<file path="src/hw/rtl/sais_pkg.sv">
`timescale 1ns / 1ps

package sais_pkg;

  localparam int unsigned DefCapacity    = 64;
  localparam int unsigned DefPayloadBits = 32;

  localparam int unsigned KeyW    = 24;
  localparam int unsigned FuncW   = 2;
  localparam int unsigned StatusW = 2;
  localparam int unsigned IndexW  = 6;
  localparam int unsigned CountW  = 7;

  typedef enum logic [FuncW-1:0] {
    FUNC_INSERT = 2'd0,
    FUNC_FIND   = 2'd1,
    FUNC_READ   = 2'd2
  } sais_func_e;

  typedef enum logic [StatusW-1:0] {
    STATUS_OK   = 2'd0,
    STATUS_FULL = 2'd1,
    STATUS_MISS = 2'd2
  } sais_status_e;

  typedef struct packed {
    logic at_or_above;
    logic ge_valid;
    logic read_hit;
  } sais_flag_t;

endpackage

</file>
<file path="src/hw/rtl/sais_cell.sv">
`timescale 1ns / 1ps

module sais_cell #(
  parameter int unsigned POS          = 0,
  parameter int unsigned PAYLOAD_BITS = sais_pkg::DefPayloadBits,
  parameter int unsigned CNT_W        = 7,
  parameter int unsigned SEL_W        = 6
) (
  input  logic                          clk_i,
  input  logic                          shift_en_i,
  input  logic [sais_pkg::KeyW-1:0]     key_i,
  input  logic [PAYLOAD_BITS-1:0]       payload_i,
  input  logic [CNT_W-1:0]              count_i,
  input  logic [SEL_W-1:0]              index_i,
  input  logic [sais_pkg::KeyW-1:0]     prev_key_i,
  input  logic [PAYLOAD_BITS-1:0]       prev_payload_i,
  input  sais_pkg::sais_flag_t          prev_flag_i,
  output logic [sais_pkg::KeyW-1:0]     key_o,
  output logic [PAYLOAD_BITS-1:0]       payload_o,
  output sais_pkg::sais_flag_t          flag_o,
  output logic [sais_pkg::KeyW-1:0]     rd_key_o,
  output logic [PAYLOAD_BITS-1:0]       rd_payload_o
);
  import sais_pkg::*;

  logic [KeyW-1:0]         key_q, key_d;
  logic [PAYLOAD_BITS-1:0] payload_q, payload_d;
  logic                    valid;
  logic                    ge;

  assign valid = CNT_W'(POS) < count_i;
  assign ge    = key_q >= key_i;

  assign flag_o.at_or_above = !valid || ge;
  assign flag_o.ge_valid    = valid && ge;
  assign flag_o.read_hit    = valid && (index_i == SEL_W'(POS));

  always_comb begin
    key_d     = key_q;
    payload_d = payload_q;
    if (shift_en_i && flag_o.at_or_above) begin
      if (prev_flag_i.at_or_above) begin
        key_d     = prev_key_i;
        payload_d = prev_payload_i;
      end else begin
        key_d     = key_i;
        payload_d = payload_i;
      end
    end
  end

  always_ff @(posedge clk_i) begin
    key_q     <= key_d;
    payload_q <= payload_d;
  end

  assign key_o        = key_q;
  assign payload_o    = payload_q;
  assign rd_key_o     = flag_o.read_hit ? key_q : '0;
  assign rd_payload_o = flag_o.read_hit ? payload_q : '0;

endmodule

</file>
<file path="config.mk">
export PLATFORM = sky130hd
export DESIGN_NAME = sais_cell
export DESIGN_NICKNAME = d
export VERILOG_FILES = /design/src/hw/rtl/sais_pkg.sv /design/src/hw/rtl/sais_cell.sv
export SDC_FILE = /design/constraint.sdc
export NUM_CORES = 1
export LEC_CHECK = 0
export BUFFER_PORTS_ARGS = -buffer_cell sky130_fd_sc_hd__buf_4
export CAP_MARGIN = 20
export CELL_PAD_IN_SITES_DETAIL_PLACEMENT = 1
export CELL_PAD_IN_SITES_GLOBAL_PLACEMENT = 1
export CORE_AREA = 2 2 117 119
export DETAILED_ROUTE_END_ITERATION = 16
export DIE_AREA = 0 0 119 121
export HOLD_SLACK_MARGIN = 0.1
export PLACE_DENSITY_LB_ADDON = 0.1
export SYNTH_ARGS = -nofsm -noshare
export SYNTH_HDL_FRONTEND = slang
export SYNTH_SLANG_ARGS = --single-unit
</file>
<file path="constraint.sdc">
create_clock -name clk_i -period 3.2 [get_ports clk_i]
set_input_delay 0.64 -clock clk_i [delete_from_list [all_inputs] [get_ports clk_i]]
set_output_delay 0.64 -clock clk_i [all_outputs]
set_load 0.03 [all_outputs]
</file>
==> summary.md <==
| Metric | Value |
|---|---|
| Outcome | `completed` |
| Crit path capture | `flag_o[1]` |
| FF-to-FF Start | `key_o[23]` |
| Mapped Area | `3330 µm²` |
| Gpl congestion | `between 0.7 and 0.8` |
| Worst rel slew slack | `43.8%` |
| Measured slew at the worst slew-check pin | `approximately 840 ps` |
| Clk slew on worst S/H paths | `roughly 90 ps` |
| Top post-synthesis cells by area | `edfxtp_1 (50%), mux2_2 (11%), and2_1 (11%)` |
| Commonest cells post-synth | `and2_1 (57), edfxtp_1 (56), mux2_2 (33), nand2_1 (31)` |
| Resized Gates After CTS | `0` |
| CTS Buf Count | `5` |
| Arrival @ worst endpoint | `2370 ps` |
| Yosys warns | `0` |
| RR Endpoint | `key_o[8]` |
| Final Hold Viols | `0` |
| PD cells | `364 nW/µm²` |
| Core Box Area | `roughly 13000 µm²` |
| Register bit count reported by yosys | `between 50 and 60` |
| Pwr Total | `2.00 mW` |
| Fin Setup TNS | `0 ps` |
| CP required | `2560 ps` |
| Setup crit end kind | `primary output` |
| # IOs | `about 250` |
| Vias in the first global route | `about 3300` |
| Root Buffer | `clkbuf_16` |
| Setup WS post-layout | `192 ps` |
| Crit path launch type | `input port` |
| Ys async rst share | `0%` |
| Post-route cell area | `5500 µm²` |
| Cells after Synth | `298` |
| Final Util | `42.0%` |
| Die width | `119 µm` |
| Final min period | `3010 ps` |
| Max Slew Vio Count | `0` |
| Initial core utilization | `25.5%` |
| Syn nets | `452` |
| Peak supply drop | `0.166 mV` |
| Placed cell area | `5340 µm²` |
| Post-synth EDFFs | `between 50 and 60` |
| Count of final setup violators | `0` |
| FF-to-FF path depth | `7` |
| Drt pass-1 iters | `4` |
| Post-DP HPWL | `8660 µm` |
| Critical path peak fanout | `3` |
| Largest net degree at the start of global routing | `80` |
| Synth area leader | `edfxtp_1` |
| Maximum operating frequency | `332 MHz` |
| Clk sinks | `56` |
| 1st-iter DRT viols | `68` |
| Syn Area/Cell | `11.2 µm²` |
| Via count | `3117` |
| Max-cap violations | `0` |
| Height of the die | `between 100 and 150 µm` |
| Max H-tree Level | `2` |
| Gr ovfl total | `0` |
| Worst Skew | `16.0 ps` |
| Final ANT Viol Nets | `0` |
| Global-route wire length before repair | `around 17000 µm` |
| Placed Instances | `just over 700` |
| CTS tree | `yes` |
| Worst Setup SP | `key_i[0]` |
| Final non-filler cell total | `713` |
| Pre-CTS WS | `104 ps` |
| Reg2reg setup slack | `680 ps` |
| Global Route Usage Sum | `15.4%` |
| Top cell type's share of synthesized area | `a little over 50%` |
| Clock buffer depth | `2` |
| Num rows | `42` |
| Final layout net count | `a little under 700` |
| Final hold slack | `609 ps` |
| Synth unique cells | `25` |
| Worst-Skew Late Latency | `310 ps` |
| Hold Crit Class | `in2reg` |
| Final period util | `94.0%` |
| Die area | `around 14000 µm²` |
| Setup Crit Path Kind | `in2out` |
| Hold-fix buffer count after cts | `0` |
| Setup bufs post-CTS | `0` |
| Layout cells sized above 1 | `roughly 54%` |
| Inserted Diodes | `0` |
| Pleak | `roughly 2.6 nW` |
| RSZ-0062 raised after global routing | `false` |
| PortBufs | `242` |
| DRC | `0` |
| Seq/Total Area, Yosys | `approximately half` |
| Via density per instance | `4.37` |
| Top-count cell post-synth | `and2_1` |
| P&R area growth vs syn | `64.8%` |
| Post-synth top flop | `edfxtp_1` |
| Routed WL per cell | `15.5 µm` |
| Detailed Route WL | `11000 µm` |
| Initial antenna violation count | `0` |
[worst min path at each step]
stage	end	from	slack, ps	depth (start not counted)
floorplan	key_o[22]	prev_key_i[22]	830	2
global placement	key_o[3]	prev_key_i[3]	920	3
detailed placement	key_o[7]	prev_key_i[7]	930	3
CTS	key_o[22]	prev_key_i[22]	600	3
global route	payload_o[9]	prev_payload_i[9]	610	2
finish	key_o[2]	prev_key_i[2]	610	3
[flip-flops by register name, summed over array words and instances (netlist names)]
signal / count
payload_o: 32
key_o: 24
[kinds of logic after synthesis]
kind of cell / count (synthesis) / synth area share (%)
and+or+nand+nor: 101 / 17.0
DFF: 56 / 50.4
AOI/OAI and AO/OA: 44 / 7.47
buffers and inverters: 40 / 4.99
muxes: 33 / 11.1
adders and majority gates: 24 / 9.01
[worst max-delay path, stage by stage]
cell       delay (ps)
buf_4             110
ha_1              270
nand2b_1          140
a2111oi_1         410
o31ai_1           130
a311o_1           320
and2_1            170
buf_4             160
[where the power goes]
group | switching (mW) | internal [mW]
clock | 0.294 | 0.297
sequential | 0.0309 | 0.876
combinational | 0.257 | 0.244
total | 0.582 | 1.42
[metal layers]
metal | GRT usage (%) | part of all wire, %
met1 | 16.4 | 37
met2 | 27.5 | 51
met3 | 5.87 | 9.2
met4 | 5.73 | 1.9
met5 | 0 | 0
[layout make-up]
| type | instances | area (µm²) |
|---|---|---|
| Sequential cell | 56 | 1680 |
| Timing Repair Buffer | 246 | 1860 |
| Tap cell | 176 | 220 |
| Inverter | 25 | 93.8 |
| Clock inverter | 3 | 26.3 |
| Clock buffer | 5 | 125 |
| Multi-Input combinational cell | 202 | 1490 |
| Fill cell | 1493 | 7590 |
[placed cells by master, fill, tap and decap left out]
| cell type | instances |
|---|---|
| o221ai_1 | 1 |
| buf_4 | 245 |
| mux2_2 | 33 |
| nor4_4 | 1 |
| a22o_1 | 1 |
| clkbuf_16 | 5 |
| ha_1 | 24 |
| nor4_1 | 2 |
| edfxtp_1 | 56 |
| and2_1 | 57 |
| nand2b_1 | 2 |
| or4_4 | 1 |
| nand4_1 | 3 |
| inv_8 | 1 |
| o21ai_0 | 25 |
| o21a_2 | 1 |
| o21a_1 | 3 |
| buf_12 | 1 |
| a21oi_1 | 10 |
| clkinvlp_4 | 2 |
| nand2_1 | 31 |
| nor3_1 | 1 |
| a2111oi_1 | 1 |
| nor2_1 | 3 |
| o31ai_1 | 1 |
| inv_1 | 25 |
| a311o_1 | 1 |
Note: power is estimated with default switching activity, not from simulation.
